--- config.mk ---
export PLATFORM = sky130hd
export DESIGN_NAME = i2c_register_access_master_unit
export DESIGN_NICKNAME = d
export VERILOG_FILES = /design/src/sv/irm_pkg.sv /design/src/sv/irm_front.sv /design/src/sv/irm_back.sv /design/src/sv/i2c_register_access_master_unit.sv
export SDC_FILE = /design/constraint.sdc
export NUM_CORES = 1
export LEC_CHECK = 0
export BUFFER_PORTS_ARGS = -buffer_cell sky130_fd_sc_hd__buf_2
export CORE_MARGIN = 2
export CORE_UTILIZATION = 56
export CTS_CLUSTER_SIZE = 40
export DETAILED_ROUTE_END_ITERATION = 10
export GPL_ROUTABILITY_DRIVEN = 0
export PLACE_DENSITY_LB_ADDON = 0.25
export SLEW_MARGIN = 10
export SYNTH_ARGS = -nofsm -noshare
export SYNTH_HDL_FRONTEND = slang
export SYNTH_SLANG_ARGS = --single-unit
--- constraint.sdc ---
create_clock -name clk -period 3.3 [get_ports clk]
set_input_delay 0.66 -clock clk [delete_from_list [all_inputs] [get_ports clk]]
set_output_delay 0.66 -clock clk [all_outputs]
set_load 0.03 [all_outputs]
--- src/sv/irm_pkg.sv ---
// shared types and constants of the i2c register access master
package irm_pkg;

    localparam int unsigned IN_DATA_W   = 32;
    localparam int unsigned OUT_DATA_W  = 24;
    localparam int unsigned HALF_W      = 8;
    localparam int unsigned BYTE_W      = 8;
    localparam int unsigned WORD_W      = 16;
    localparam int unsigned RESULT_W    = 21;
    localparam int unsigned QUEUE_DEPTH = 2;
    localparam int unsigned PTR_W       = 1;
    localparam int unsigned CNT_W       = 2;

    localparam logic [HALF_W-1:0] HALF_PERIOD_RESET = 8'd50;

    // operation codes of a command item
    localparam logic [1:0] OP_WRITE_BYTE = 2'd0;
    localparam logic [1:0] OP_READ_BYTE  = 2'd1;
    localparam logic [1:0] OP_READ_WORD  = 2'd2;

    // one classified input item as it sits in the queue
    typedef struct packed {
        logic              is_tick;
        logic              cmd_ok;
        logic [1:0]        op;
        logic [BYTE_W-1:0] dev_addr;
        logic [BYTE_W-1:0] reg_idx;
        logic [BYTE_W-1:0] wr_val;
        logic              sda_sample;
    } item_t;

    // one result item, scl in the lowest bit
    typedef struct packed {
        logic              ack_error;
        logic [WORD_W-1:0] read_data;
        logic              done;
        logic              busy;
        logic              sda;
        logic              scl;
    } result_t;

endpackage

--- src/sv/irm_front.sv ---
// input side: accepts stream items, classifies them and queues them for the bus engine
module irm_front (
    input  logic            clk,
    input  logic            rst_n,
    input  logic            s_axis_tvalid,
    output logic            s_axis_tready,
    // operation[1:0], device_address[9:2], register_index[17:10],
    // write_value[25:18], sda_sample[26], zero fill[31:27]
    input  logic [31:0]     s_axis_tdata,
    // kind[0]
    input  logic            s_axis_tuser,
    output logic            item_valid,
    output irm_pkg::item_t  item,
    input  logic            item_pop
);
    import irm_pkg::*;

    item_t             slot_reg [QUEUE_DEPTH];
    logic [PTR_W-1:0]  wr_ptr_reg;
    logic [PTR_W-1:0]  rd_ptr_reg;
    logic [CNT_W-1:0]  count_reg;
    item_t             in_item;
    logic              push;

    // classify: a command only counts when its operation has a meaning
    always_comb
    begin
        in_item.is_tick    = s_axis_tuser;
        in_item.op         = s_axis_tdata[1:0];
        in_item.dev_addr   = s_axis_tdata[9:2];
        in_item.reg_idx    = s_axis_tdata[17:10];
        in_item.wr_val     = s_axis_tdata[25:18];
        in_item.sda_sample = s_axis_tdata[26];
        in_item.cmd_ok     = !s_axis_tuser && (s_axis_tdata[1:0] == OP_WRITE_BYTE
                              || s_axis_tdata[1:0] == OP_READ_BYTE
                              || s_axis_tdata[1:0] == OP_READ_WORD);
    end

    assign s_axis_tready = (count_reg != CNT_W'(QUEUE_DEPTH));
    assign push          = s_axis_tvalid && s_axis_tready;
    assign item_valid    = (count_reg != '0);
    assign item          = slot_reg[rd_ptr_reg];

    always_ff @(posedge clk)
    begin
        if (push)
        begin
            slot_reg[wr_ptr_reg] <= in_item;
        end
    end

    always_ff @(posedge clk or negedge rst_n)
    begin
        if (!rst_n)
        begin
            wr_ptr_reg <= '0;
            rd_ptr_reg <= '0;
            count_reg  <= '0;
        end
        else
        begin
            if (push)
            begin
                wr_ptr_reg <= wr_ptr_reg + 1'b1;
            end
            if (item_pop)
            begin
                rd_ptr_reg <= rd_ptr_reg + 1'b1;
            end
            if (push && !item_pop)
            begin
                count_reg <= count_reg + 1'b1;
            end
            else if (!push && item_pop)
            begin
                count_reg <= count_reg - 1'b1;
            end
        end
    end

    a_count_bound: assert property (@(posedge clk) disable iff (!rst_n)
        count_reg <= CNT_W'(QUEUE_DEPTH))
        else $error("queue fill beyond depth");

    a_drain_last: assert property (@(posedge clk) disable iff (!rst_n)
        (item_pop && !push && count_reg == CNT_W'(1)) |=> !item_valid)
        else $error("queue not empty after last entry taken");

endmodule

--- src/sv/irm_back.sv ---
// bus engine: runs i2c phases one item a cycle unless stalled, registers the result
module irm_back (
    input  logic                           clk,
    input  logic                           rst_n,
    input  logic                           cfg_valid,
    output logic                           cfg_ready,
    input  logic [irm_pkg::HALF_W-1:0]     cfg_data,
    input  logic                           item_valid,
    input  irm_pkg::item_t                 item,
    output logic                           item_pop,
    output logic                           m_axis_tvalid,
    input  logic                           m_axis_tready,
    output logic [irm_pkg::OUT_DATA_W-1:0] m_axis_tdata
);
    import irm_pkg::*;

    typedef enum logic [4:0] {
        PH_IDLE, PH_START, PH_ADDRW, PH_ACK1, PH_REG, PH_ACK2, PH_DATA, PH_ACK3,
        PH_RESTART, PH_ADDRR, PH_ACK4, PH_LEAD1, PH_RD1, PH_MACK, PH_LEAD2, PH_RD2,
        PH_NACK, PH_STOP
    } phase_t;

    logic [HALF_W-1:0] half_period_reg;
    phase_t            phase_reg, phase_next;
    logic [3:0]        bit_count_reg, bit_count_next;
    logic [HALF_W-1:0] hold_reg, hold_next;
    logic [BYTE_W-1:0] shift_reg, shift_next;
    logic [WORD_W-1:0] read_word_reg, read_word_next;
    logic [1:0]        pending_reg, pending_next;
    logic [BYTE_W-1:0] latched_addr_reg, latched_addr_next;
    logic [BYTE_W-1:0] latched_reg_reg, latched_reg_next;
    logic [BYTE_W-1:0] latched_val_reg, latched_val_next;
    logic              ack_reg, ack_next;
    logic              scl_reg, scl_next;
    logic              sda_reg, sda_next;
    logic              done;
    logic              out_valid_reg;
    result_t           out_res_reg;
    result_t           res;
    phase_t            after;
    logic [1:0]        lv;

    // index of the last segment of each phase
    function automatic logic [3:0] last_seg(phase_t ph);
        logic [3:0] n;
        case (ph)
            PH_ADDRW, PH_REG, PH_DATA, PH_ADDRR, PH_RD1, PH_RD2: n = 4'd15;
            PH_RESTART, PH_STOP:                                 n = 4'd2;
            PH_LEAD1, PH_LEAD2:                                  n = 4'd0;
            default:                                             n = 4'd1;
        endcase
        return n;
    endfunction

    function automatic phase_t phase_after(phase_t ph, logic [1:0] op);
        phase_t n;
        case (ph)
            PH_START:   n = PH_ADDRW;
            PH_ADDRW:   n = PH_ACK1;
            PH_ACK1:    n = PH_REG;
            PH_REG:     n = PH_ACK2;
            PH_ACK2:    n = (op == OP_WRITE_BYTE) ? PH_DATA : PH_RESTART;
            PH_DATA:    n = PH_ACK3;
            PH_ACK3:    n = PH_STOP;
            PH_RESTART: n = PH_ADDRR;
            PH_ADDRR:   n = PH_ACK4;
            PH_ACK4:    n = PH_LEAD1;
            PH_LEAD1:   n = PH_RD1;
            PH_RD1:     n = (op == OP_READ_WORD) ? PH_MACK : PH_NACK;
            PH_MACK:    n = PH_LEAD2;
            PH_LEAD2:   n = PH_RD2;
            PH_RD2:     n = PH_NACK;
            PH_NACK:    n = PH_STOP;
            default:    n = PH_IDLE;
        endcase
        return n;
    endfunction

    // pin levels {scl, sda} for a segment; lead phases keep what is on the bus
    function automatic logic [1:0] levels_of(phase_t ph, logic [3:0] bc,
                                             logic [BYTE_W-1:0] sh, logic [1:0] cur);
        logic [1:0] l;
        l = cur;
        case (ph)
            PH_START:                              l = {1'b1, bc == 4'd0};
            PH_ADDRW, PH_REG, PH_DATA, PH_ADDRR:   l = {bc[0], sh[~bc[3:1]]};
            PH_ACK1, PH_ACK2, PH_ACK3, PH_ACK4,
            PH_NACK, PH_RD1, PH_RD2:               l = {bc[0], 1'b1};
            PH_MACK:                               l = {bc[0], 1'b0};
            PH_RESTART:                            l = {bc != 4'd0, bc != 4'd2};
            PH_STOP:                               l = {bc != 4'd0, bc == 4'd2};
            default:                               l = cur;
        endcase
        return l;
    endfunction

    assign cfg_ready = 1'b1;
    assign item_pop  = item_valid && (!out_valid_reg || m_axis_tready);
    assign after     = phase_after(phase_reg, pending_reg);

    always_comb
    begin
        phase_next        = phase_reg;
        bit_count_next    = bit_count_reg;
        hold_next         = hold_reg;
        shift_next        = shift_reg;
        read_word_next    = read_word_reg;
        pending_next      = pending_reg;
        latched_addr_next = latched_addr_reg;
        latched_reg_next  = latched_reg_reg;
        latched_val_next  = latched_val_reg;
        ack_next          = ack_reg;
        scl_next          = scl_reg;
        sda_next          = sda_reg;
        done              = 1'b0;
        lv                = {scl_reg, sda_reg};

        if (!item.is_tick)
        begin
            if (phase_reg == PH_IDLE && item.cmd_ok)
            begin
                pending_next      = item.op;
                latched_addr_next = item.dev_addr;
                latched_reg_next  = item.reg_idx;
                latched_val_next  = item.wr_val;
                ack_next          = 1'b0;
                read_word_next    = '0;
                phase_next        = PH_START;
                bit_count_next    = '0;
                hold_next         = half_period_reg;
                scl_next          = 1'b1;
                sda_next          = 1'b1;
            end
        end
        else if (phase_reg != PH_IDLE)
        begin
            if (hold_reg > HALF_W'(1))
            begin
                hold_next = hold_reg - 1'b1;
            end
            else
            begin
                // sample at the end of a clock-high segment
                if (bit_count_reg[0])
                begin
                    case (phase_reg)
                        PH_ACK1, PH_ACK2, PH_ACK3, PH_ACK4:
                            ack_next = ack_reg | item.sda_sample;
                        PH_RD1, PH_RD2:
                            read_word_next = {read_word_reg[WORD_W-2:0], item.sda_sample};
                        default: ;
                    endcase
                end
                if (bit_count_reg != last_seg(phase_reg))
                begin
                    bit_count_next = bit_count_reg + 1'b1;
                    hold_next      = half_period_reg;
                    lv = levels_of(phase_reg, bit_count_next, shift_reg, {scl_reg, sda_reg});
                    scl_next = lv[1];
                    sda_next = lv[0];
                end
                else if (after == PH_IDLE)
                begin
                    phase_next     = PH_IDLE;
                    bit_count_next = '0;
                    hold_next      = '0;
                    scl_next       = 1'b1;
                    sda_next       = 1'b1;
                    done           = 1'b1;
                end
                else
                begin
                    phase_next     = after;
                    bit_count_next = '0;
                    hold_next      = half_period_reg;
                    case (after)
                        PH_ADDRW: shift_next = latched_addr_reg;
                        PH_REG:   shift_next = latched_reg_reg;
                        PH_DATA:  shift_next = latched_val_reg;
                        PH_ADDRR: shift_next = latched_addr_reg | BYTE_W'(1);
                        default:  shift_next = shift_reg;
                    endcase
                    lv = levels_of(after, 4'd0, shift_next, {scl_reg, sda_reg});
                    scl_next = lv[1];
                    sda_next = lv[0];
                end
            end
        end

        res.scl       = scl_next;
        res.sda       = sda_next;
        res.busy      = (phase_next != PH_IDLE);
        res.done      = done;
        res.read_data = done ? read_word_next : '0;
        res.ack_error = ack_next;
    end

    always_ff @(posedge clk or negedge rst_n)
    begin
        if (!rst_n)
        begin
            half_period_reg  <= HALF_PERIOD_RESET;
            phase_reg        <= PH_IDLE;
            bit_count_reg    <= '0;
            hold_reg         <= '0;
            shift_reg        <= '0;
            read_word_reg    <= '0;
            pending_reg      <= OP_WRITE_BYTE;
            latched_addr_reg <= '0;
            latched_reg_reg  <= '0;
            latched_val_reg  <= '0;
            ack_reg          <= 1'b0;
            scl_reg          <= 1'b1;
            sda_reg          <= 1'b1;
            out_valid_reg    <= 1'b0;
        end
        else
        begin
            if (cfg_valid && cfg_ready)
            begin
                half_period_reg <= cfg_data;
            end
            if (item_pop)
            begin
                phase_reg        <= phase_next;
                bit_count_reg    <= bit_count_next;
                hold_reg         <= hold_next;
                shift_reg        <= shift_next;
                read_word_reg    <= read_word_next;
                pending_reg      <= pending_next;
                latched_addr_reg <= latched_addr_next;
                latched_reg_reg  <= latched_reg_next;
                latched_val_reg  <= latched_val_next;
                ack_reg          <= ack_next;
                scl_reg          <= scl_next;
                sda_reg          <= sda_next;
                out_valid_reg    <= 1'b1;
            end
            else if (m_axis_tready)
            begin
                out_valid_reg <= 1'b0;
            end
        end
    end

    always_ff @(posedge clk)
    begin
        if (item_pop)
        begin
            out_res_reg <= res;
        end
    end

    assign m_axis_tvalid = out_valid_reg;
    assign m_axis_tdata  = {(OUT_DATA_W - RESULT_W)'(0), out_res_reg};

    a_idle_bus: assert property (@(posedge clk) disable iff (!rst_n)
        phase_reg == PH_IDLE |-> bit_count_reg == 4'd0 && scl_reg && sda_reg)
        else $error("idle with bus not released");

    a_result_tracks_state: assert property (@(posedge clk) disable iff (!rst_n)
        out_valid_reg |-> out_res_reg.busy == (phase_reg != PH_IDLE))
        else $error("held result disagrees with engine state");

    a_busy_cmd_ignored: assert property (@(posedge clk) disable iff (!rst_n)
        (item_pop && !item.is_tick && phase_reg != PH_IDLE)
        |=> $stable(latched_addr_reg) && $stable(pending_reg))
        else $error("command taken while busy");

endmodule

--- src/sv/i2c_register_access_master_unit.sv ---
// top level of the i2c register access master
// usage:
//  - s_axis carries one item per transfer; tuser is the kind (0 command,
//    1 tick). a command starts a write byte, read byte or read word
//    transaction when the engine is idle and the code is known, else is dropped; a tick
//    advances the bus by one time step and brings the sampled sda level
//  - m_axis returns exactly one result per input item, in order: pin levels,
//    busy, done, read data (valid with done) and the sticky ack error
//  - cfg writes half_period (ticks per pin segment) with no transfer in
//    flight; during a transaction it counts from the next pin segment
// timing:
//  - a new transfer is accepted every clock while the output is not stalled;
//    an accepted item passes the two-entry input queue, and its result is
//    registered in the output register that drives m_axis
//  - the input queue parts the two sides, so the input keeps flowing while a
//    finished result waits on m_axis_tready, until the queue is full
// reset:
//  - rst_n clears the queue and output, puts the engine idle with both lines
//    released and half_period back to 50
// stall:
//  - while m_axis_tready is low the held result stays put and the engine
//    stops; s_axis_tready falls once both queue entries are full
module i2c_register_access_master_unit (
    input  logic        clk,
    input  logic        rst_n,
    input  logic        s_axis_tvalid,
    output logic        s_axis_tready,
    // operation[1:0], device_address[9:2], register_index[17:10],
    // write_value[25:18], sda_sample[26], zero fill[31:27]
    input  logic [31:0] s_axis_tdata,
    // kind[0]
    input  logic        s_axis_tuser,
    output logic        m_axis_tvalid,
    input  logic        m_axis_tready,
    // scl_released[0], sda_released[1], busy_res[2], done_res[3],
    // read_data[19:4], ack_error[20], zero fill[23:21]
    output logic [23:0] m_axis_tdata,
    input  logic        cfg_valid,
    output logic        cfg_ready,
    // half_period[7:0]
    input  logic [7:0]  cfg_data
);
    import irm_pkg::*;

    item_t item;
    logic  item_valid;
    logic  item_pop;

    // front: classify items and queue them
    irm_front u_front (
        .clk           (clk),
        .rst_n         (rst_n),
        .s_axis_tvalid (s_axis_tvalid),
        .s_axis_tready (s_axis_tready),
        .s_axis_tdata  (s_axis_tdata),
        .s_axis_tuser  (s_axis_tuser),
        .item_valid    (item_valid),
        .item          (item),
        .item_pop      (item_pop)
    );

    // back: phase sequencer, pin levels and result register
    irm_back u_back (
        .clk           (clk),
        .rst_n         (rst_n),
        .cfg_valid     (cfg_valid),
        .cfg_ready     (cfg_ready),
        .cfg_data      (cfg_data),
        .item_valid    (item_valid),
        .item          (item),
        .item_pop      (item_pop),
        .m_axis_tvalid (m_axis_tvalid),
        .m_axis_tready (m_axis_tready),
        .m_axis_tdata  (m_axis_tdata)
    );

endmodule

Yosys cells after proc, flatten, opt, wreduce, memory -nomap -nowiden

Memory sizes are Yosys's and may differ from the RTL's.
Index checks and enable logic that the tools add are counted.
Widths: inputs -> output; s select.

Memory bits (read-only): 128
Output and inout port bits: 27
Input bits: 46
Memories: 2
Memory bits (writable): 58
Register bits after elaboration: 104
Word-level logic and storage cells: 183

Memories:

| memory           | words | bits a word | rd ports | clocked after memory_dff | wr ports | RTL line        | RTL |
|---|---|---|---|---|---|---|---|
| (name not given) | 32    | 4           | 1        | 0                        | 0        | irm_back.sv:46  | `case (ph)` |
| u_front.slot_reg | 2     | 29          | 1        | 0                        | 1        | irm_front.sv:18 | `item_t slot_reg [QUEUE_DEPTH];` |

Multiplexer cells: 63
Bitwise operators: 6
Add/sub/neg operators: 6
Reduce and logical (&&, ||, !) cells: 39
Equal/unequal tests: 41
$lt $le $gt $ge: 2

Operators by type and width:

| kind                | count |
|---|---|
| $mux 16             | 6 |
| $pmux 5 s15         | 1 |
| $eq 5x4->1 const B  | 14 |
| $mux 8              | 6 |
| $eq 5x3->1 const B  | 8 |
| $mux 4              | 9 |
| $mux 5              | 7 |
| $pmux 8 s4          | 1 |
| $mux 1              | 28 |
| $eq 5x2->1 const B  | 4 |
| $eq 5x5->1 const B  | 4 |
| $pmux 2 s6          | 1 |
| $reduce_or 4->1     | 3 |
| $eq 5x1->1 const B  | 2 |
| $logic_not 5->1     | 2 |
| $reduce_bool 5->1   | 2 |
| $gt 8x1->1 const B  | 1 |
| $pmux 2 s4          | 1 |
| $reduce_bool 2->1   | 4 |
| $reduce_bool 4->1   | 2 |
| $reduce_or 8->1     | 1 |
| $sub 8x1->8 const B | 1 |
| $reduce_and 7->1    | 1 |
| $reduce_or 7->1     | 1 |
| 25 further kinds    | 47 |

Logic depth before layout (Yosys ltp)

Gate-level depths: netlist of the first run.

Depth after elaboration: 11
Gate-level depth with buffers: 12
Mapped depth without buffers: 9

Cells and area by module

Synthesis of the first run repeated with hierarchy kept, for this count alone.

Cell total of the unflattened synthesis: 650
Area total of the unflattened synthesis: 8031.5 um^2

By module, submodules not included:

| module    | instances | sequential area each (um^2) | area an instance (um^2) | cells an instance |
|---|---|---|---|---|
| irm_back  | 1         | 2613.8                      | 5614.1                  | 541 |
| irm_front | 1         | 1841.8                      | 2417.3                  | 109 |

Least setup slack after synthesis of the first run

Ideal clock, no wire load.

Path type: register -> register
From: reg u_back.phase_reg[0]
To: reg u_back.shift_reg[0]
Clock period less this slack: 2.752 ns
Setup slack: 0.548 ns
Stages on the path, launching flop included: 11
Data arrival time: 2.628 ns
Library setup time: 0.125 ns
Required time: 3.175 ns
Path buffers: 1
Path through: dfrtp_1 -> inv_1 -> ha_1 -> buf_2 -> nor2b_1 -> o31ai_1 -> and3_1 -> nand3_1 -> a211oi_2 -> o2111ai_4 -> mux2_2

Longest elaborated chain between the ends: 7
Elaborated cells on any way between the ends: 34
Classes of those cells: 21 x eq/ne; 5 x mux; 2 x bitwise; 5 x reduce/logical; 1 x memory

RTL lines:

| item                              | RTL line        | RTL |
|---|---|---|
| start: declaration                | irm_back.sv:24  | `phase_t phase_reg, phase_next;` |
| start signal: assignment          | irm_back.sv:225 | `phase_reg <= phase_next;` |
| $mem_v2 32x4                      | -               |  |
| $mux 4                            | irm_back.sv:137 | `if (hold_reg > HALF_W'(1))` |
| $mux 4                            | irm_back.sv:135 | `else if (phase_reg != PH_IDLE)` |
| $mux 4                            | irm_back.sv:118 | `if (!item.is_tick)` |
| $ne 4x4->1                        | irm_back.sv:154 | `if (bit_count_reg != last_seg(phase_reg))` |
| $not 1->1 (no source line)        | -               |  |
| $reduce_and 7->1 (no source line) | -               |  |
| end signal: assignment            | irm_back.sv:228 | `shift_reg <= shift_next;` |
| end: declaration                  | irm_back.sv:27  | `logic [BYTE_W-1:0] shift_reg, shift_next;` |

Parallel ways exist; a longest one is shown, timed or not. The select of a mux whose other input is x is not followed.
A chain may end at the register's enable or synchronous reset.

Worst setup path after layout of the first run

From: reg u_back.phase_reg[0]
To: reg u_back.shift_reg[6]

The elaborated chain is that of the path after synthesis.

==> results of run 1 <==
-- worst max-delay path, cell delays in order (launching register included) --
cell	delay [ns]
dfrtp_1	0.40
inv_1	0.11
ha_1	0.31
nor2b_1	0.18
o31ai_1	0.50
and3_1	0.34
nand3_1	0.14
a211oi_2	0.35
o2111ai_4	0.24
mux2_2	0.34
-- what timing repair did --
action,in CTS,in global routing
setup endpoints to repair,0,2
resized for setup,0,2
endpoints found under the hold margin,0,0
-- how the worst max path moves through the flow --
stage          slack, ns  cells after the start                               end                            start
2_1_floorplan       0.55                     10   u_back.shift_reg[0]$_DFFE_PN0P_  u_back.phase_reg[0]$_DFFE_PN0P_
4_1_cts             0.27                      9  u_back.m_axis_tdata[0]$_DFFE_PP_  u_back.phase_reg[0]$_DFFE_PN0P_
6_report            0.28                      9   u_back.shift_reg[6]$_DFFE_PN0P_  u_back.phase_reg[0]$_DFFE_PN0P_
5_1_grt             0.06                     10  u_back.m_axis_tdata[1]$_DFFE_PP_  u_back.phase_reg[1]$_DFFE_PN0P_
3_3_place_gp        0.34                      9  u_back.m_axis_tdata[0]$_DFFE_PP_  u_back.phase_reg[0]$_DFFE_PN0P_
3_5_place_dp        0.32                      9  u_back.m_axis_tdata[0]$_DFFE_PP_  u_back.phase_reg[0]$_DFFE_PN0P_
-- per-layer routing --
layer  up-vias  track usage, %
met5         -               0
met4         0            6.82
met3        26            4.89
met2       215            39.2
met1      2829            30.8
li1       2713               -
-- placed cells by master, fill, tap and decap left out, types with 5 or more instances in the layout --
master and n:
a21oi_1 60, inv_1 14, dfstp_2 5, nand2_1 49
a21o_1 5, nor4_1 6, nand2b_1 10, o2bb2ai_1 6
dfrtp_1 78, mux2_2 17, edfxtp_1 79, o21ai_0 25
mux2i_1 41, clkbuf_16 17, nand3_1 26, o211ai_1 6
nor3_1 14, nor2_1 62, buf_2 62, nor2b_1 6
a22o_1 15, and3_1 6, nor3b_1 5, a31oi_1 9
ha_1 10, xor2_1 6, buf_4 28
-- report_power, final --
group | internal, W | leakage [nW] | switching, W
clock | 0.00131 | 0.308 | 0.000765
combinational | 0.000600 | 1.68 | 0.00110
sequential | 0.00255 | 1.83 | 0.000193
total | 0.00446 | 3.82 | 0.00206
-- final cells by class --
class	instances	area (sq um)	area share, %
clock inverters	11	176	1.93
inverters	15	56.3	0.617
flip-flops and latches	162	4460	48.9
repair buffers	90	520	5.71
clock buffers	21	460	5.05
well taps	180	225	2.47
multi-input cells	477	3220	35.4
-- cell families after synthesis --
logic type | Yosys count
adders and majority gates | 10
muxes | 60
buffers and inverters | 62
other | 2
AOI/OAI and AO/OA | 173
DFF | 162
xor gates and xnor gates | 10
and+or+nand+nor | 220
-- stage by stage --
stage / util, % / worst slack [ns] / power (W)
2_1_floorplan: - / 0.548 / 0.00398
3_3_place_gp: 61.1 / 0.339 / 0.00438
3_5_place_dp: 61.1 / 0.320 / 0.00446
4_1_cts: 65.6 / 0.270 / 0.00655
5_1_grt: 65.7 / 0.0574 / 0.00683
6_report: 65.7 / 0.279 / 0.00652
==> flow_metrics.env, run 1 <==
export IMPL_grt_pass1_vias=5637
export IMPL_hpwl_microns=11100
export IMPL_slew_headroom_pct=30.3
export IMPL_die_width_microns=123
export IMPL_placed_cells=924
export IMPL_synthDominantCellAreaShare_pct=29.9
export IMPL_synthTopCellsByArea="edfxtp_1, dfrtp_1, mux2i_1"
export IMPL_synth_fa_ha_area_share_pct=1.58
export IMPL_crit_type="reg2reg"
export IMPL_dieArea_sq_um=15100
export IMPL_synth_area_per_cell_sq_um=11.3
export IMPL_clk_pin_slew_ns=0.06
export IMPL_highest_layer="met4"
export IMPL_dpl_cell_area_sq_um=8470
export IMPL_path_max_fanout=8
export IMPL_post_cts_setup_buffer_count=0
export IMPL_viasPerCell=6.05
export IMPL_core_area_sq_um=13900
export IMPL_worstPathRequired_ns=3.60
export IMPL_yosys_top_cells_count="edfxtp_1, dfrtp_1, nor2_1, a21oi_1, nand2_1"
export IMPL_synth_most_common_cell="edfxtp_1"
export IMPL_cts_sinks=162
export IMPL_layout_worst_path_cycle_share_pct=91.5
export IMPL_setup_viol=0
export IMPL_wl_met2_microns=8360
export IMPL_power_per_cell_area_nw_per_um2=715
export IMPL_r2r_end="u_back.shift_reg[6]$_DFFE_PN0P_"
export IMPL_ant_nets=0
export IMPL_largest_reg_flops=58
export IMPL_row_count=43
export IMPL_async_reset_ff_share_pct=51.2
export IMPL_synth_area_sq_um=7930
export IMPL_grt_ovfl_total=0
export IMPL_post_synth_and_or_nand_nor_area_fraction_pct=14.5
export IMPL_cap_violations=0
export IMPL_met3_length_microns=1050
export IMPL_cts_buffer_depth=2
export IMPL_synthFlopType="edfxtp_1"
export IMPL_diodes=0
export IMPL_hold_buffers=0
export IMPL_routedWlPerCell_microns=17.3
export IMPL_yosys_area_top_type="edfxtp_1"
export IMPL_synthCells=699
export IMPL_ys_types=81
export IMPL_worstPathArrival_ns=3.32
export IMPL_finalCriticalPeriod_ns=3.02
export IMPL_nets=819
export IMPL_met1_length_microns=6820
export IMPL_whs_ns=0.421
export IMPL_grt_max_degree=84
export IMPL_cts_tree="built"
export IMPL_synth_xor_area_share_pct=1.10
export IMPL_power_leakage_nw=3.82
export IMPL_rr_startpoint="u_back.phase_reg[0]$_DFFE_PN0P_"
export IMPL_finalSetupTns_ns=0
export IMPL_synth_edf_count=79
export IMPL_ys_seq_area_share_pct=56.2
export IMPL_synth_top_family_by_area="compound AO/OA/AOI/OAI gates"
export IMPL_stdcell_area_sq_um=9120
export IMPL_track_usage_pct=23.3
export IMPL_io_pins=73
export IMPL_portBuffers=63
export IMPL_r2r_slack_ns=0.28
export IMPL_synthToLayoutAreaGrowth_pct=15.0
export IMPL_finalHoldViolations=0
export IMPL_hold_path_class="in2async"
export IMPL_rr_worst_depth=9
export IMPL_cp_end_kind="register"
export IMPL_cp_start_kind="register"
export IMPL_initial_core_util_pct=57.1
export IMPL_final_cells=956
export IMPL_drt_wl_total_microns=16500
export IMPL_drive_gt1_share_pct=21.1
export IMPL_num_vias=5783
export IMPL_antenna_found_initial=0
export IMPL_drv_slew=0
export IMPL_fin_skew_ns=0.00601
export IMPL_worst_pin_slew_ns=1.05
export IMPL_grt_pass1_wl_microns=27500
export IMPL_outcome="finished, final reports clean"
export IMPL_fmax_ghz=0.331
export IMPL_clock_root_buffer="clkbuf_16"
export IMPL_vdd_drop_max_v=0.000495
export IMPL_synthMuxAreaShare_pct=8.15
export IMPL_drt_initial_drc_count=602
export IMPL_cts_inserted_buffers=17
export IMPL_drt_first_pass_iters=7
export IMPL_synth_compound_area_share_pct=14.9
export IMPL_rsz0062_at_grt="false"
export IMPL_drc_errors=0
export IMPL_yosysWarnings=0
export IMPL_insertion_delay_ns=0.42
export IMPL_ys_seq_elements=162
export IMPL_die_y_microns=123
export IMPL_fillers=1036
export IMPL_htreeDepth=4
No activity file was read; power rests on OpenSTA's default activity.
==> run 2, diff against run 1 <==
--- a/config.mk
+++ b/config.mk
@@ -8,6 +8,7 @@
 export BUFFER_PORTS_ARGS = -buffer_cell sky130_fd_sc_hd__buf_2
 export CORE_MARGIN = 2
 export CORE_UTILIZATION = 56
+export CTS_BUF_LIST = sky130_fd_sc_hd__clkbuf_8
 export CTS_CLUSTER_SIZE = 40
 export DETAILED_ROUTE_END_ITERATION = 10
 export GPL_ROUTABILITY_DRIVEN = 0
==> run 2 against run 1 <==
Net effect:
- die area is the same
- clock skew increased by 0.0054 ns
- critical path depth did not move
- sequential power barely moved
- design area decreased by 2.1%
- register-to-register slack lost 0.04 ns
- cell count unchanged
- sequential share of layout area up 1.0 points
- flip-flop and latch count unchanged
- critical path type unchanged
- hold slack lost 0.026 ns
- combinational power about the same
==> flow_metrics.env, run 2 (synthesis gave the netlist of run 1 again) <==
export IMPL_outcome="finished, final reports clean"
export IMPL_cp_end_kind="register"
export IMPL_setup_viol=0
export IMPL_worstPathArrival_ns=3.39
export IMPL_cap_violations=0
export IMPL_finalCriticalPeriod_ns=3.06
export IMPL_routedWlPerCell_microns=17.1
export IMPL_comb_power_share_pct=28.3
export IMPL_track_usage_pct=23.1
export IMPL_worstPathRequired_ns=3.63
export IMPL_synthToLayoutAreaGrowth_pct=12.5
export IMPL_mostFrequentLayoutCells="edfxtp_1, dfrtp_1, nor2_1, buf_2, a21oi_1"
export IMPL_swShare_pct=33.2
export IMPL_cp_start_kind="register"
export IMPL_power_frac_clock_pct=26.2
export IMPL_crit_type="reg2reg"
export IMPL_io_pins=73
export IMPL_portBuffers=63
export IMPL_insertion_delay_ns=0.45
export IMPL_cts_sinks=162
export IMPL_stdcell_area_sq_um=8930
export IMPL_grt_max_degree=84
export IMPL_diodes=0
export IMPL_fin_util_pct=64.3
export IMPL_clk_pin_slew_ns=0.08
export IMPL_grt_pass1_wl_microns=27200
export IMPL_p_switching_w=0.00200
export IMPL_cts_inserted_buffers=17
export IMPL_power_per_cell_area_nw_per_um2=673
export IMPL_whs_ns=0.395
export IMPL_path_max_fanout=8
export IMPL_hold_buffers=0
export IMPL_drive_gt1_share_pct=21.1
export IMPL_die_y_microns=123
export IMPL_htreeDepth=4
export IMPL_core_area_sq_um=13900
export IMPL_fin_skew_ns=0.0114
export IMPL_num_vias=5753
export IMPL_grt_pass1_vias=5644
export IMPL_viasPerCell=6.02
export IMPL_ant_nets=0
export IMPL_finalHoldViolations=0
export IMPL_nets=819
export IMPL_clock_root_buffer="clkbuf_8"
export IMPL_finalSetupTns_ns=0
export IMPL_drt_wl_total_microns=16400
export IMPL_die_width_microns=123
export IMPL_slew_headroom_pct=30.2
export IMPL_initial_core_util_pct=57.1
export IMPL_grt_ovfl_total=0
export IMPL_drv_slew=0
export IMPL_p_int_w=0.00401
export IMPL_row_count=43
export IMPL_vdd_drop_max_v=0.000447
export IMPL_seq_power_share_pct=45.5
export IMPL_layout_worst_path_cycle_share_pct=92.8
export IMPL_dpl_cell_area_sq_um=8470
export IMPL_drc_errors=0
export IMPL_worst_pin_slew_ns=1.05
export IMPL_power_leakage_nw=3.74
export IMPL_hpwl_microns=11100
export IMPL_cts_tree="built"
export IMPL_drt_initial_drc_count=633
export IMPL_fmax_ghz=0.326
export IMPL_cts_buffer_depth=2
export IMPL_final_common_cell="edfxtp_1"
export IMPL_drt_first_pass_iters=5
export IMPL_dieArea_sq_um=15100
export IMPL_antenna_found_initial=0
export IMPL_hold_path_class="in2async"
export IMPL_rsz0062_at_grt="false"
export IMPL_largest_reg_flops=58
## run 2: cell count changes in the layout (fill, tap and decap cells not counted), sizes merged
cell | before | now
inv | 16 | 18
clkbuf | 21 | 19
## run 2: critical path, cell delays in order, from the launching register on
cell       delay, ns
dfrtp_1         0.41
inv_1           0.11
ha_1            0.31
nor2b_1         0.18
o31ai_1         0.53
and3_1          0.35
nand3_1         0.14
a211oi_2        0.35
o2111ai_4       0.23
mux2_2          0.33
## run 2: worst paths after layout
kind | from | end | slack (ns) | cells after the start
min in group clk | s_axis_tdata[3] | u_front.slot_reg[0][18]$_DFFE_PP_ | 0.40 | 1
max reg2reg | u_back.phase_reg[0]$_DFFE_PN0P_ | u_back.shift_reg[3]$_DFFE_PN0P_ | 0.24 | 9
min reg2reg | u_back.m_axis_tvalid$_DFFE_PN0P_ | u_back.m_axis_tvalid$_DFFE_PN0P_ | 0.50 | 2
min | rst_n | u_front.wr_ptr_reg$_DFFE_PN0P_ | 0.39 | 1
max | u_back.phase_reg[0]$_DFFE_PN0P_ | u_back.shift_reg[3]$_DFFE_PN0P_ | 0.24 | 9
max in group asynchronous | rst_n | u_back.read_word_reg[6]$_DFFE_PN0P_ | 2.22 | 1
## run 2: stage by stage
stage / cells / total power [W] / worst slack [ns]
global route: 956 / 0.00631 / 0.0491
global placement: 924 / 0.00438 / 0.339
finish: 956 / 0.00600 / 0.237
floorplan: 701 / 0.00398 / 0.548
CTS: 956 / 0.00603 / 0.265
detailed placement: 924 / 0.00446 / 0.320
## run 2: area by class of cell
type / count / area [sq um]
clock buffer: 19 / 262
clock inverter: 13 / 184
fill: 1073 / 4950
inverter: 15 / 56.3
multi-input combinational: 477 / 3220
sequential: 162 / 4460
tap: 180 / 225
timing repair buffer: 90 / 520
## run 2: layer usage
layer  vias up  GRT usage (%)  routed length, microns
li1       2716              -                       -
met1      2810           30.1                    6920
met2       201           39.0                    8290
met3        26           4.57                     845
met4         0           7.88                     301
met5         -              0                       0
## run 2: power by group through the flow
stage / logic [W] / registers (W) / clock network [W]
floorplan: 0.00109 / 0.00289 / 0
global placement: 0.00163 / 0.00275 / 0
detailed placement: 0.00169 / 0.00277 / 0
CTS: 0.00170 / 0.00273 / 0.00160
global route: 0.00186 / 0.00277 / 0.00168
finish: 0.00170 / 0.00273 / 0.00157
## run 2: what timing repair did
action,in CTS,in global routing
setup buffers,0,0
setup endpoints to repair,0,2
gates resized for setup,0,2
==> run 3, diff against run 2 <==
--- a/config.mk
+++ b/config.mk
@@ -5,7 +5,9 @@
 export SDC_FILE = /design/constraint.sdc
 export NUM_CORES = 1
 export LEC_CHECK = 0
+export ABC_AREA = 1
 export BUFFER_PORTS_ARGS = -buffer_cell sky130_fd_sc_hd__buf_2
+export CORE_ASPECT_RATIO = 0.6
 export CORE_MARGIN = 2
 export CORE_UTILIZATION = 56
 export CTS_BUF_LIST = sky130_fd_sc_hd__clkbuf_8
==> run 3 against run 2 <==
Net effect:
- die area shrank 1.5%
- core utilization shrank 0.35 points
- combinational power grew 130%
- highest routed layer unchanged
- synthesized area shrank 1.7%
- wire length grew 7.8%
- flip-flop and latch count is the same
- clock skew grew 0.0056 ns
- clock-buffer cell count shrank 2
- register-to-register slack gained 0.04 ns
- total power grew 43%
==> flow_metrics.env, run 3 <==
export IMPL_portBuffers=63
export IMPL_yosys_area_top_type="edfxtp_1"
export IMPL_synthCells=833
export IMPL_drt_wl_total_microns=17600
export IMPL_layout_worst_path_cycle_share_pct=91.5
export IMPL_worstPathRequired_ns=3.66
export IMPL_ant_nets=0
export IMPL_finalCriticalPeriod_ns=3.02
export IMPL_path_max_fanout=9
export IMPL_grt_pass1_vias=5627
export IMPL_post_cts_setup_buffer_count=0
export IMPL_slew_headroom_pct=27.3
export IMPL_setup_viol=0
export IMPL_drt_initial_drc_count=675
export IMPL_htreeDepth=4
export IMPL_rsz0062_at_grt="false"
export IMPL_die_y_microns=95.4
export IMPL_fillers=1120
export IMPL_path_cells="inv_1 -> ha_1 -> nand2_4 -> nand2_1 -> nand2_1 -> nand2_1 -> nor2_2 -> nand2_2 -> nor2_2 -> nand2_1 -> nand3_1 -> nor3b_4 -> buf_4 -> nand2_1 -> o21ai_1 -> inv_1"
export IMPL_synth_most_common_cell="nand2_1"
export IMPL_io_pins=73
export IMPL_critical_path_max_stage_delay_ns=0.48
export IMPL_worst_path_buf_inv=3
export IMPL_crit_top_cell="nand2_1"
export IMPL_r2r_slack_ns=0.28
export IMPL_dieArea_sq_um=14900
export IMPL_crit_type="reg2reg"
export IMPL_clk_pin_slew_ns=0.10
export IMPL_cp_end_kind="register"
export IMPL_insertion_delay_ns=0.47
export IMPL_hold_buffers=0
export IMPL_async_reset_ff_share_pct=51.2
export IMPL_mostFrequentLayoutCells="nand2_1, edfxtp_1, dfrtp_1"
export IMPL_critPathTopFamily="simple AND/OR/NAND/NOR gates"
export IMPL_vdd_drop_max_v=0.000609
export IMPL_num_vias=6225
export IMPL_cts_tree="built"
export IMPL_worst_pin_slew_ns=1.09
export IMPL_die_width_microns=156
export IMPL_synth_area_per_cell_sq_um=9.36
export IMPL_grt_pass1_wl_microns=28400
export IMPL_synth_area_sq_um=7800
export IMPL_synthFlopType="edfxtp_1"
export IMPL_hpwl_microns=12300
export IMPL_grt_max_degree=84
export IMPL_drc_errors=0
export IMPL_synthDominantCellAreaShare_pct=30.4
export IMPL_fin_skew_ns=0.0170
export IMPL_grt_ovfl_total=0
export IMPL_largest_reg_flops=58
export IMPL_drive_gt1_share_pct=19.0
export IMPL_fmax_ghz=0.331
export IMPL_finalHoldViolations=0
export IMPL_cp_startpoint="u_back.phase_reg[0]$_DFFE_PN0P_"
export IMPL_drt_first_pass_iters=6
export IMPL_antenna_found_initial=0
export IMPL_post_cts_resized=0
export IMPL_viasPerCell=5.73
export IMPL_finalSetupTns_ns=0
export IMPL_yosys_top_cells_count="nand2_1, edfxtp_1, dfrtp_1, nor2_1, inv_1"
export IMPL_core_area_sq_um=13600
export IMPL_synthToLayoutAreaGrowth_pct=11.8
export IMPL_row_count=33
export IMPL_drv_slew=0
export IMPL_cp_start_kind="register"
export IMPL_cap_violations=0
export IMPL_yosysWarnings=0
export IMPL_power_per_cell_area_nw_per_um2=986
export IMPL_clock_root_buffer="clkbuf_8"
export IMPL_worstPathArrival_ns=3.38
export IMPL_regArea_sq_um=4460
export IMPL_cts_buffer_depth=2
export IMPL_cts_sinks=162
export IMPL_initial_core_util_pct=57.2
export IMPL_ys_types=46
export IMPL_track_usage_pct=24.9
export IMPL_ys_seq_area_share_pct=57.1
export IMPL_final_common_cell="nand2_1"
export IMPL_multiInputGateArea_sq_um=2880
export IMPL_outcome="finished, final reports clean"
export IMPL_diodes=0
export IMPL_slowest_stage="dfrtp_1"
export IMPL_fin_util_pct=64.0
export IMPL_routedWlPerCell_microns=16.2
export IMPL_rr_startpoint="u_back.phase_reg[0]$_DFFE_PN0P_"
export IMPL_cts_inserted_buffers=17
export IMPL_hold_path_class="in2async"
export IMPL_power_leakage_nw=3.81
export IMPL_ys_seq_elements=162
export IMPL_synth_edf_count=79
export IMPL_synthTopCellsByArea="edfxtp_1, dfrtp_1, nand2_1"
export IMPL_nets=954
[run 3: cell count changes after synthesis, sizes merged, moves of 16 or more]
cell   change
o21ai     +31
o22ai     +19
nand2    +145
nor2      +22
nand3     +16
inv       +75
mux2i     -38
a31oi     +18
[run 3: area by class of cell]
type	count	share of cell area, %
well taps	175	2.51
clock inverters	15	1.89
repair buffers	76	4.91
clock buffers	17	2.68
flip-flops and latches	162	51.1
multi-input cells	551	33.0
inverters	90	3.88
[run 3: cell families after synthesis]
logic type / after synthesis / share of synthesized area, %
simple gates: 337 / 18.8
xor+xnor: 9 / 1.01
other cells: 2 / 0.0963
flops: 162 / 57.1
buf+inv: 122 / 6.32
fa+ha+maj: 10 / 1.60
mux: 12 / 1.69
compound gates: 179 / 13.3
[run 3: metrics by stage]
| step | setup slack (ns) | std cells | power (W) | area [sq um] | hold slack, ns |
|---|---|---|---|---|---|
| final | 0.280 | 1086 | 0.00859 | 8720 | 0.360 |
| after global routing | 0.0783 | 1086 | 0.00918 | 8720 | 0.358 |
| after CTS | 0.364 | 1086 | 0.00853 | 8720 | 0.354 |
| after detailed placement | 0.437 | 1054 | 0.00710 | 8320 | 0.466 |
| after global placement | 0.517 | 1054 | 0.00694 | 8320 | 0.460 |
| after floorplan | 0.605 | 835 | 0.00602 | 7810 | 0.364 |
[run 3: path summary, 6_finish.rpt]
check                                                   endpoint  cells after the start
min                        u_back.half_period_reg[7]$_DFFE_PN0P_                      1
min in group clk               u_front.slot_reg[0][13]$_DFFE_PP_                      1
max reg2reg                      u_back.shift_reg[5]$_DFFE_PN0P_                     16
max in group asynchronous   u_back.read_word_reg[13]$_DFFE_PN0P_                      1
max                              u_back.shift_reg[5]$_DFFE_PN0P_                     16
min reg2reg                     u_front.count_reg[0]$_DFFE_PN0P_                      1
[run 3: metal layers]
layer	vias up	routed length, microns	GRT usage [%]
li1	2942	-	-
met5	-	0	0
met4	0	200	5.50
met2	270	7420	35.3
met3	25	1580	7.00
met1	2988	8450	37.9
[run 3: report_power, final]
group / switching, W / internal, W / leakage [nW] / total (W)
Combinational: 0.00263 / 0.00120 / 1.84 / 0.00384
Sequential: 0.000462 / 0.00287 / 1.77 / 0.00333
Clock: 0.000852 / 0.000570 / 0.198 / 0.00142
